--- src/rtl/core/pso_pkg.sv ---
// Package for the square-wave oscillator: constants, types and helpers.
// No dependencies; used by pso_mul, pso_seq and the top level.
package pso_pkg;

  localparam logic [31:0] SampleStep   = 32'h0001_0000;
  localparam logic [17:0] ModOffset    = 18'd32768;
  localparam logic [15:0] OvershootMax = 16'hFFFF;
  localparam int unsigned ModShift     = 15;
  localparam int unsigned MulAW        = 18;
  localparam int unsigned MulBW        = 33;
  localparam int unsigned MulPW        = MulAW + MulBW;

  typedef enum logic [0:0] {
    CFG_HALF_PERIOD = 1'b0,
    CFG_AMPLITUDE   = 1'b1
  } pso_cfg_idx_e;

  typedef enum logic [2:0] {
    ST_IDLE,
    ST_SCALE,
    ST_EDGE,
    ST_LEVEL,
    ST_FIN,
    ST_DONE
  } pso_state_e;

  typedef struct packed {
    logic signed [MulAW-1:0] a;
    logic signed [MulBW-1:0] b;
  } pso_mul_req_t;

  function automatic logic [15:0] pso_clamp(input logic [31:0] diff);
    logic [15:0] r;
    if (diff[31]) begin
      r = '0;
    end else if (|diff[30:16]) begin
      r = OvershootMax;
    end else begin
      r = diff[15:0];
    end
    return r;
  endfunction

endpackage

--- src/rtl/core/pso_if.sv ---
// Valid/ready channel interfaces for the oscillator tick and sample streams.
// Depends on nothing beyond the payload widths fixed here.
interface pso_in_if;
  logic               valid;
  logic               ready;
  logic               mod_present;
  logic signed [15:0] mod_sample;

  modport source  (output valid, mod_present, mod_sample, input ready);
  modport sink    (input valid, mod_present, mod_sample, output ready);
  modport monitor (input valid, ready, mod_present, mod_sample);
endinterface

interface pso_out_if;
  logic               valid;
  logic               ready;
  logic signed [15:0] sample_out;

  modport source  (output valid, sample_out, input ready);
  modport sink    (input valid, sample_out, output ready);
  modport monitor (input valid, ready, sample_out);
endinterface

--- src/rtl/core/pso_mul.sv ---
// Shared signed multiplier with a registered product.
// Depends on pso_pkg for the operand struct and widths.
module pso_mul import pso_pkg::*; (
  input  logic                     clk_i,
  input  pso_mul_req_t             mul_req_i,
  output logic signed [MulPW-1:0]  prod_o
);

  logic signed [MulPW-1:0] prod_q;

  always_ff @(posedge clk_i) begin
    prod_q <= mul_req_i.a * mul_req_i.b;
  end

  assign prod_o = prod_q;

endmodule

--- src/rtl/core/pso_seq.sv ---
// Sequencer and datapath: phase accumulator, edge compare, output register.
// Depends on pso_pkg and pso_if; drives the shared multiplier.
module pso_seq import pso_pkg::*; (
  input  logic                    clk_i,
  input  logic                    rst_ni,
  input  logic [31:0]             half_period_i,
  input  logic [14:0]             amplitude_i,
  pso_in_if.sink                  req_i,
  pso_out_if.source               res_o,
  output pso_mul_req_t            mul_req_o,
  input  logic signed [MulPW-1:0] prod_i
);

  pso_state_e state_q, state_d;

  logic               mod_p_q;
  logic signed [15:0] mod_s_q;
  logic [31:0]        elapsed_q;
  logic               neg_q;
  logic [15:0]        res_q;
  logic               out_valid_q;
  logic [15:0]        out_data_q;

  logic               accept;
  logic               out_free;
  logic signed [17:0] level;
  logic signed [17:0] s_ext;
  logic signed [17:0] mod_a;
  logic [31:0]        dur;
  logic               below;
  logic signed [17:0] fin_val;

  assign accept   = req_i.valid && req_i.ready;
  assign out_free = !out_valid_q || res_o.ready;

  assign level = neg_q ? (18'sd0 - $signed({3'b000, amplitude_i}))
                       : $signed({3'b000, amplitude_i});
  assign s_ext = {{2{mod_s_q[15]}}, mod_s_q};
  assign mod_a = (neg_q ? (18'sd0 - s_ext) : s_ext) + $signed(ModOffset);
  assign dur   = mod_p_q ? prod_i[ModShift+31:ModShift] : half_period_i;
  assign below = elapsed_q < dur;
  assign fin_val = level - $signed(prod_i[ModShift+17:ModShift]);

  always_comb begin
    state_d   = state_q;
    mul_req_o = '0;
    case (state_q)
      ST_IDLE: begin
        if (accept && (amplitude_i != '0)) state_d = ST_SCALE;
      end
      ST_SCALE: begin
        mul_req_o.a = mod_a;
        mul_req_o.b = $signed({1'b0, half_period_i});
        state_d     = ST_EDGE;
      end
      ST_EDGE: begin
        state_d = below ? ST_DONE : ST_LEVEL;
      end
      ST_LEVEL: begin
        mul_req_o.a = level;
        mul_req_o.b = $signed({17'b0, elapsed_q[15:0]});
        state_d     = ST_FIN;
      end
      ST_FIN: begin
        state_d = ST_DONE;
      end
      ST_DONE: begin
        if (out_free) state_d = ST_IDLE;
      end
      default: begin
        state_d = ST_IDLE;
      end
    endcase
  end

  always_ff @(posedge clk_i or negedge rst_ni) begin
    if (!rst_ni) begin
      state_q     <= ST_IDLE;
      elapsed_q   <= '0;
      neg_q       <= 1'b0;
      out_valid_q <= 1'b0;
    end else begin
      state_q <= state_d;
      if (state_q == ST_DONE && out_free) begin
        out_valid_q <= 1'b1;
      end else if (out_valid_q && res_o.ready) begin
        out_valid_q <= 1'b0;
      end
      case (state_q)
        ST_SCALE: elapsed_q <= elapsed_q + SampleStep;
        ST_EDGE: begin
          if (!below) elapsed_q <= {16'b0, pso_clamp(elapsed_q - dur)};
        end
        ST_FIN:  neg_q <= ~neg_q;
        default: begin
        end
      endcase
    end
  end

  always_ff @(posedge clk_i) begin
    if (accept) begin
      mod_p_q <= req_i.mod_present;
      mod_s_q <= req_i.mod_sample;
    end
    if (state_q == ST_EDGE && below) res_q <= level[15:0];
    if (state_q == ST_FIN) res_q <= fin_val[15:0];
    if (state_q == ST_DONE && out_free) out_data_q <= res_q;
  end

  assign req_i.ready      = (state_q == ST_IDLE);
  assign res_o.valid      = out_valid_q;
  assign res_o.sample_out = out_data_q;

endmodule

--- src/rtl/core/pwm_square_oscillator.sv ---
// Top level of the smoothed square-wave oscillator: config registers,
// sequencer and shared multiplier. Depends on pso_pkg, pso_if, pso_seq, pso_mul.
//
//   channel  dir  payload                       handshake
//   req_i    in   mod_present, mod_sample[15:0] valid/ready
//   res_o    out  sample_out[15:0]              valid/ready
//   cfg      in   cfg_idx_i, cfg_data_i[31:0]   cfg_we_i, no wait
//
// A request with no polarity edge steps through SCALE, EDGE and DONE before ready again,
// one that crosses an edge adds LEVEL and FIN: the scaling multiply runs on every
// request, an edge adds the interpolation multiply. Zero amplitude: accepted, no sample.
// Reset clears the phase and polarity; the block is ready right after it.
// A stalled output holds the sequencer until the output register is free.
module pwm_square_oscillator import pso_pkg::*; (
  input  logic        clk_i,
  input  logic        rst_ni,
  input  logic        cfg_we_i,
  input  logic [0:0]  cfg_idx_i,
  input  logic [31:0] cfg_data_i,
  pso_in_if.sink      req_i,
  pso_out_if.source   res_o
);

  logic [31:0]             half_period_q;
  logic [14:0]             amplitude_q;
  pso_mul_req_t            mul_req;
  logic signed [MulPW-1:0] prod;

  always_ff @(posedge clk_i or negedge rst_ni) begin
    if (!rst_ni) begin
      half_period_q <= '0;
      amplitude_q   <= '0;
    end else if (cfg_we_i) begin
      case (pso_cfg_idx_e'(cfg_idx_i))
        CFG_HALF_PERIOD: half_period_q <= cfg_data_i;
        CFG_AMPLITUDE:   amplitude_q   <= cfg_data_i[14:0];
        default: begin
        end
      endcase
    end
  end

  pso_seq u_seq (
    .clk_i         (clk_i),
    .rst_ni        (rst_ni),
    .half_period_i (half_period_q),
    .amplitude_i   (amplitude_q),
    .req_i         (req_i),
    .res_o         (res_o),
    .mul_req_o     (mul_req),
    .prod_i        (prod)
  );

  pso_mul u_mul (
    .clk_i     (clk_i),
    .mul_req_i (mul_req),
    .prod_o    (prod)
  );

endmodule

--- src/flat_wrapper.sv ---
// flat-port wrapper written by rule: the top's interface ports become plain ports
module pwm_square_oscillator_flat import pso_pkg::*;
  (clk_i, rst_ni, cfg_we_i, cfg_idx_i, cfg_data_i, req_i_valid, req_i_mod_present, req_i_mod_sample, req_i_ready, res_o_valid, res_o_sample_out, res_o_ready);
  pso_in_if req_i_i ();
  pso_out_if res_o_i ();
  input  logic clk_i;
  input  logic rst_ni;
  input  logic cfg_we_i;
  input  logic [0:0] cfg_idx_i;
  input  logic [31:0] cfg_data_i;
  input wire logic [$bits(req_i_i.valid)-1:0] req_i_valid;
  input wire logic [$bits(req_i_i.mod_present)-1:0] req_i_mod_present;
  input wire logic [$bits(req_i_i.mod_sample)-1:0] req_i_mod_sample;
  output wire logic [$bits(req_i_i.ready)-1:0] req_i_ready;
  output wire logic [$bits(res_o_i.valid)-1:0] res_o_valid;
  output wire logic [$bits(res_o_i.sample_out)-1:0] res_o_sample_out;
  input wire logic [$bits(res_o_i.ready)-1:0] res_o_ready;
  assign req_i_i.valid = req_i_valid;
  assign req_i_i.mod_present = req_i_mod_present;
  assign req_i_i.mod_sample = req_i_mod_sample;
  assign req_i_ready = req_i_i.ready;
  assign res_o_valid = res_o_i.valid;
  assign res_o_sample_out = res_o_i.sample_out;
  assign res_o_i.ready = res_o_ready;
  pwm_square_oscillator u_core (.clk_i(clk_i), .rst_ni(rst_ni), .cfg_we_i(cfg_we_i), .cfg_idx_i(cfg_idx_i), .cfg_data_i(cfg_data_i), .req_i(req_i_i), .res_o(res_o_i));
endmodule
--- config.mk ---
export PLATFORM = sky130hd
export DESIGN_NAME = pwm_square_oscillator_flat
export DESIGN_NICKNAME = d
export VERILOG_FILES = /design/src/rtl/core/pso_pkg.sv /design/src/rtl/core/pso_if.sv /design/src/rtl/core/pso_mul.sv /design/src/rtl/core/pso_seq.sv /design/src/rtl/core/pwm_square_oscillator.sv /design/src/flat_wrapper.sv
export SDC_FILE = /design/constraint.sdc
export NUM_CORES = 2
export LEC_CHECK = 0
export BUFFER_PORTS_ARGS = -buffer_cell sky130_fd_sc_hd__buf_2
export CAP_MARGIN = 20
export CORE_UTILIZATION = 38
export CTS_CLUSTER_SIZE = 40
export DETAILED_ROUTE_END_ITERATION = 8
export PLACE_DENSITY_LB_ADDON = 0.3
export SYNTH_ARGS = -nofsm -noshare
export SYNTH_HDL_FRONTEND = slang
export SYNTH_HIERARCHICAL = 1
export SYNTH_SLANG_ARGS = --single-unit
--- constraint.sdc ---
create_clock -name clk_i -period 14.3 [get_ports clk_i]
set_input_delay 1.43 -clock clk_i [delete_from_list [all_inputs] [get_ports clk_i]]
set_output_delay 1.43 -clock clk_i [all_outputs]
set_load 0.005 [all_outputs]
; Yosys cells after proc, flatten, opt, wreduce, memory -nomap -nowiden
; Cells that the tools add are included.
[op_classes]
n_reduce_logical = 17
multipliers = 1
n_eq_ne = 8
add_sub_neg = 6
magnitude_cmp = 1
mux = 16
bitwise = 2
[op_table]
columns = op, count
row1 = $pmux W51 S2, 1
row2 = $mux W16, 4
row3 = $mux W32, 2
row4 = $pmux W32 S2, 1
row5 = $mul A18 B33 Y47, 1
row6 = $mux W18, 2
row7 = $add A32 B17 Y32 const B, 1
row8 = $lt A32 B32 Y1, 1
row9 = $sub A32 B32 Y32, 1
row10 = $add A18 B17 Y18 const B, 1
row11 = $pmux W3 S6, 1
row12 = $sub A1 B16 Y17 const A, 1
row13 = $sub A1 B15 Y16 const A, 1
row14 = $sub A16 B16 Y16, 1
row15 = $reduce_bool A15 Y1, 1
row16 = $reduce_or A15 Y1, 1
row17 = $mux W3, 3
row18 = $reduce_and A2 Y1, 4
row19 = $eq A3 B2 Y1 const B, 2
row20 = $eq A3 B3 Y1 const B, 2
row21 = $reduce_bool A2 Y1, 3
row22 = $logic_and A1 B1 Y1, 5
row23 = $ne A2 B2 Y1 const B, 2
row24 = $eq A3 B1 Y1 const B, 1
row25 = 6 further kinds, 8
[word_totals]
elab_cells = 62
inputBits = 55
output_inout_bits = 18
regBits = 180

; Longest topological paths before layout
[depth]
depth_word = 7
mapped_depth = 33
ltp_nobuf = 31

; Hierarchy
; The synthesis kept the hierarchy.
[modules_own_cells]
columns = module, n_inst, cells_per_inst, seq_area_each_um2, area_each_um2
row1 = pso_mul, 1, 2375, 1021.0, 21525.6
row2 = pso_seq, 1, 870, 2397.3, 7489.7
row3 = pwm_square_oscillator, 1, 101, 1176.1, 1920.6

; Worst setup path after synthesis
; OpenSTA, ideal clock, no wires.
[synth_path]
path_type = register to register
start = reg u_core.u_seq.mod_s_q[5]
end = reg u_core.u_mul.prod_q[34], in the netlist u_core/u_mul/prod_o[34]
setup_time_ns = 0.127
stages_incl_launch_ff = 31
required_ns = 14.173
period_less_slack_ns = 8.838
t_arrival_ns = 8.712
path_buffers = 1
setup_slack_ns = 5.462
cell_sequence = edfxtp_1 -> or4_4 -> or4_1 -> or4_1 -> nor4_1 -> nor2_1 -> mux2_2 -> ha_1 -> or2_2 -> a21oi_1 -> clkbuf_1 -> nand2_1 -> fa_1 -> fa_1 -> inv_1 -> fa_1 -> fa_1 -> fa_1 -> inv_1 -> fa_1 -> inv_1 -> ha_1 -> a21oi_1 -> o21a_1 -> nor2_1 -> a211oi_1 -> o21ai_0 -> a21bo_2 -> a31oi_1 -> o21ai_0 -> xor2_1
[synth_rtl]
columns = element, line_no
row1 = from (decl), pso_seq.sv:17  ; logic signed [15:0] mod_s_q;
row2 = from (signal assigned), pso_seq.sv:104  ; mod_s_q <= req_i.mod_sample;
row3 = to (signal assigned), pso_mul.sv:12  ; prod_q <= mul_req_i.a * mul_req_i.b;
row4 = to (decl), pso_mul.sv:9  ; logic signed [MulPW-1:0] prod_q;

==> results.sh <==
export IMPL_status="finished clean"
export IMPL_drt_iter0_drc=1222
export IMPL_hold_viol=0
export IMPL_dieArea_um2=78810
export IMPL_drt_vias_per_instance=5.090
export IMPL_clock_skew_ps=15.00
export IMPL_detail_route_wl_per_cell_um=18.75
export IMPL_tritoncts="done"
export IMPL_grt_pass1_vias=22520
export IMPL_grt_max_degree=54
export IMPL_slew_headroom_pct=23.63
export IMPL_placed_cells=4192
export IMPL_yosys_warnings=6
export IMPL_endpoint_kind="register"
export IMPL_path_class="register to register"
export IMPL_cpMostUsedCell="fa_1"
export IMPL_syn_num_nets=3988
export IMPL_grt_overflow_total=0
export IMPL_worstPathMaxFanout=28
export IMPL_cts_buffers_inserted=17
export IMPL_fmax_mhz=102.0
export IMPL_drt_met1_wl_mm=35.14
export IMPL_nets=3958
export IMPL_crit_arrival_ps=10140
export IMPL_setup_violations_final=0
export IMPL_wl_met3_mm=3.749
export IMPL_antenna_found_initial=1
export IMPL_die_y_um=280.7
export IMPL_postRouteAntennaNets=0
export IMPL_min_period_ps=9801
export IMPL_gp_congestion=0.8798
export IMPL_h_tree_depth=4
export IMPL_drc_errors=0
export IMPL_slew_viol_final=0
export IMPL_fin_cells=4225
export IMPL_start_kind="register"
export IMPL_die_x_um=280.7
export IMPL_io_pins=73
export IMPL_required_ps=14640
export IMPL_seqCellArea_um2=4215
export IMPL_dp_hpwl_mm=60.32
export IMPL_cts_resized=0
export IMPL_diodes=0
export IMPL_syn_inst=3212
export IMPL_slowest_delay_ps=770
export IMPL_core_um2=76450
export IMPL_cts_reportedPaths_clkPinSlew_ps=70
export IMPL_cts_hold_buf=0
export IMPL_wirelength_mm=79.21
export IMPL_portBuffers=72
export IMPL_clock_latency_ps=460
export IMPL_layout_common_cells="648 x inv_1, 548 x fa_1, 402 x nand2_1, 251 x and2_1, 173 x ha_1"
export IMPL_clockBufferDepth=2
export IMPL_layout_setup_ws_ps=4499
export IMPL_max_slew_worst_pin_slew_ps=1144
export IMPL_grt_pass1_wl_mm=127.9
export IMPL_setup_tns_ps=0
export IMPL_synth_area_um2=29520
export IMPL_avgSynthCellArea_um2=9.192
export IMPL_start_util_pct=38.62
export IMPL_dr_pass1_iters=5
export IMPL_pre_cts_slack_ps=4624
export IMPL_multiInputGateArea_um2=22410
export IMPL_top_layer="met4"
export IMPL_layout_drive_gt1_share_pct=7.981
export IMPL_period_share_pct=68.54
export IMPL_wl_met2_mm=37.90
export IMPL_final_common_cell="inv_1"
export IMPL_root_buffer="clkbuf_16"
export IMPL_cts_num_sinks=165
export IMPL_rsz0062_at_grt="no"
export IMPL_postCtsSetupBuffers=0
export IMPL_holdCritPathClass="register to register"
export IMPL_synthToLayoutAreaGrowth_pct=6.933
export IMPL_track_usage_pct=20.98
export IMPL_critical_path_slowest_cell="inv_1"
export IMPL_maxCapViolCount=0
export IMPL_rows=101
export IMPL_fillers=7595
export IMPL_num_vias=21510
-- stage by stage --
stage	cell area, µm²	hold WS [ps]	utilization [%]
CTS	31540	421.6	41.26
finish	31570	420.3	41.29
floorplan	29520	400.3	-
global route	31570	423.7	41.29
detailed placement	30950	404.5	40.48
global placement	30950	402.3	40.48
-- final cells by class --
class / count / share of cell area (%)
inverter: 648 / 7.704
timing repair buffer: 105 / 1.997
multi-input combinational: 2245 / 70.98
clock buffer: 17 / 1.347
tap: 1030 / 4.082
sequential: 165 / 13.35
clock inverter: 15 / 0.5390
-- final timing paths --
kind	start	end	slack, ps	cells after the start
min	u_core/u_seq/res_q[4]	u_core/u_seq/res_o.sample_out[4]	420	0
max in group asynchronous	rst_ni	u_core/u_seq/neg_q	12300	2
min in group asynchronous	rst_ni	u_core/u_seq/elapsed_q[28]	910	1
max reg2reg	u_core/u_seq/mod_s_q[5]	u_core/u_mul/prod_o[45]	4500	30
min reg2reg	u_core/u_seq/res_q[4]	u_core/u_seq/res_o.sample_out[4]	420	0
max	u_core/u_seq/mod_s_q[5]	u_core/u_mul/prod_o[45]	4500	30
-- per-layer routing --
metal	track usage [%]	up-vias
met4	6.810	0
met1	28.10	11040
met5	0	-
met2	35.13	568
met3	2.627	115
li1	-	9784
-- state kept, by name, indices dropped and copies added, names as in the netlist --
register and flops:
u_core/amplitude_q 15, u_core/u_seq/elapsed_q 32, u_core/u_seq/res_o.valid 1, u_core/u_seq/mod_s_q 16, u_core/u_seq/neg_q 1, u_core/half_period_q 32
u_core/u_seq/res_o.sample_out 16, u_core/u_mul/prod_o 32, u_core/u_seq/state_q 3, u_core/u_seq/mod_p_q 1, u_core/u_seq/res_q 16
-- worst max-delay path, delay by kind of cell (launching register included) --
kind	cells	cell delay [ps]
compound gates	5	1250
flops	1	430
xor+xnor	1	110
fa+ha+maj	8	3790
buf+inv	4	1070
simple gates	11	2750
mux	1	260
Power is left out: the tool's default activity adds up to more than one toggle a clock period on the data nets, which glitch-free logic cannot reach.
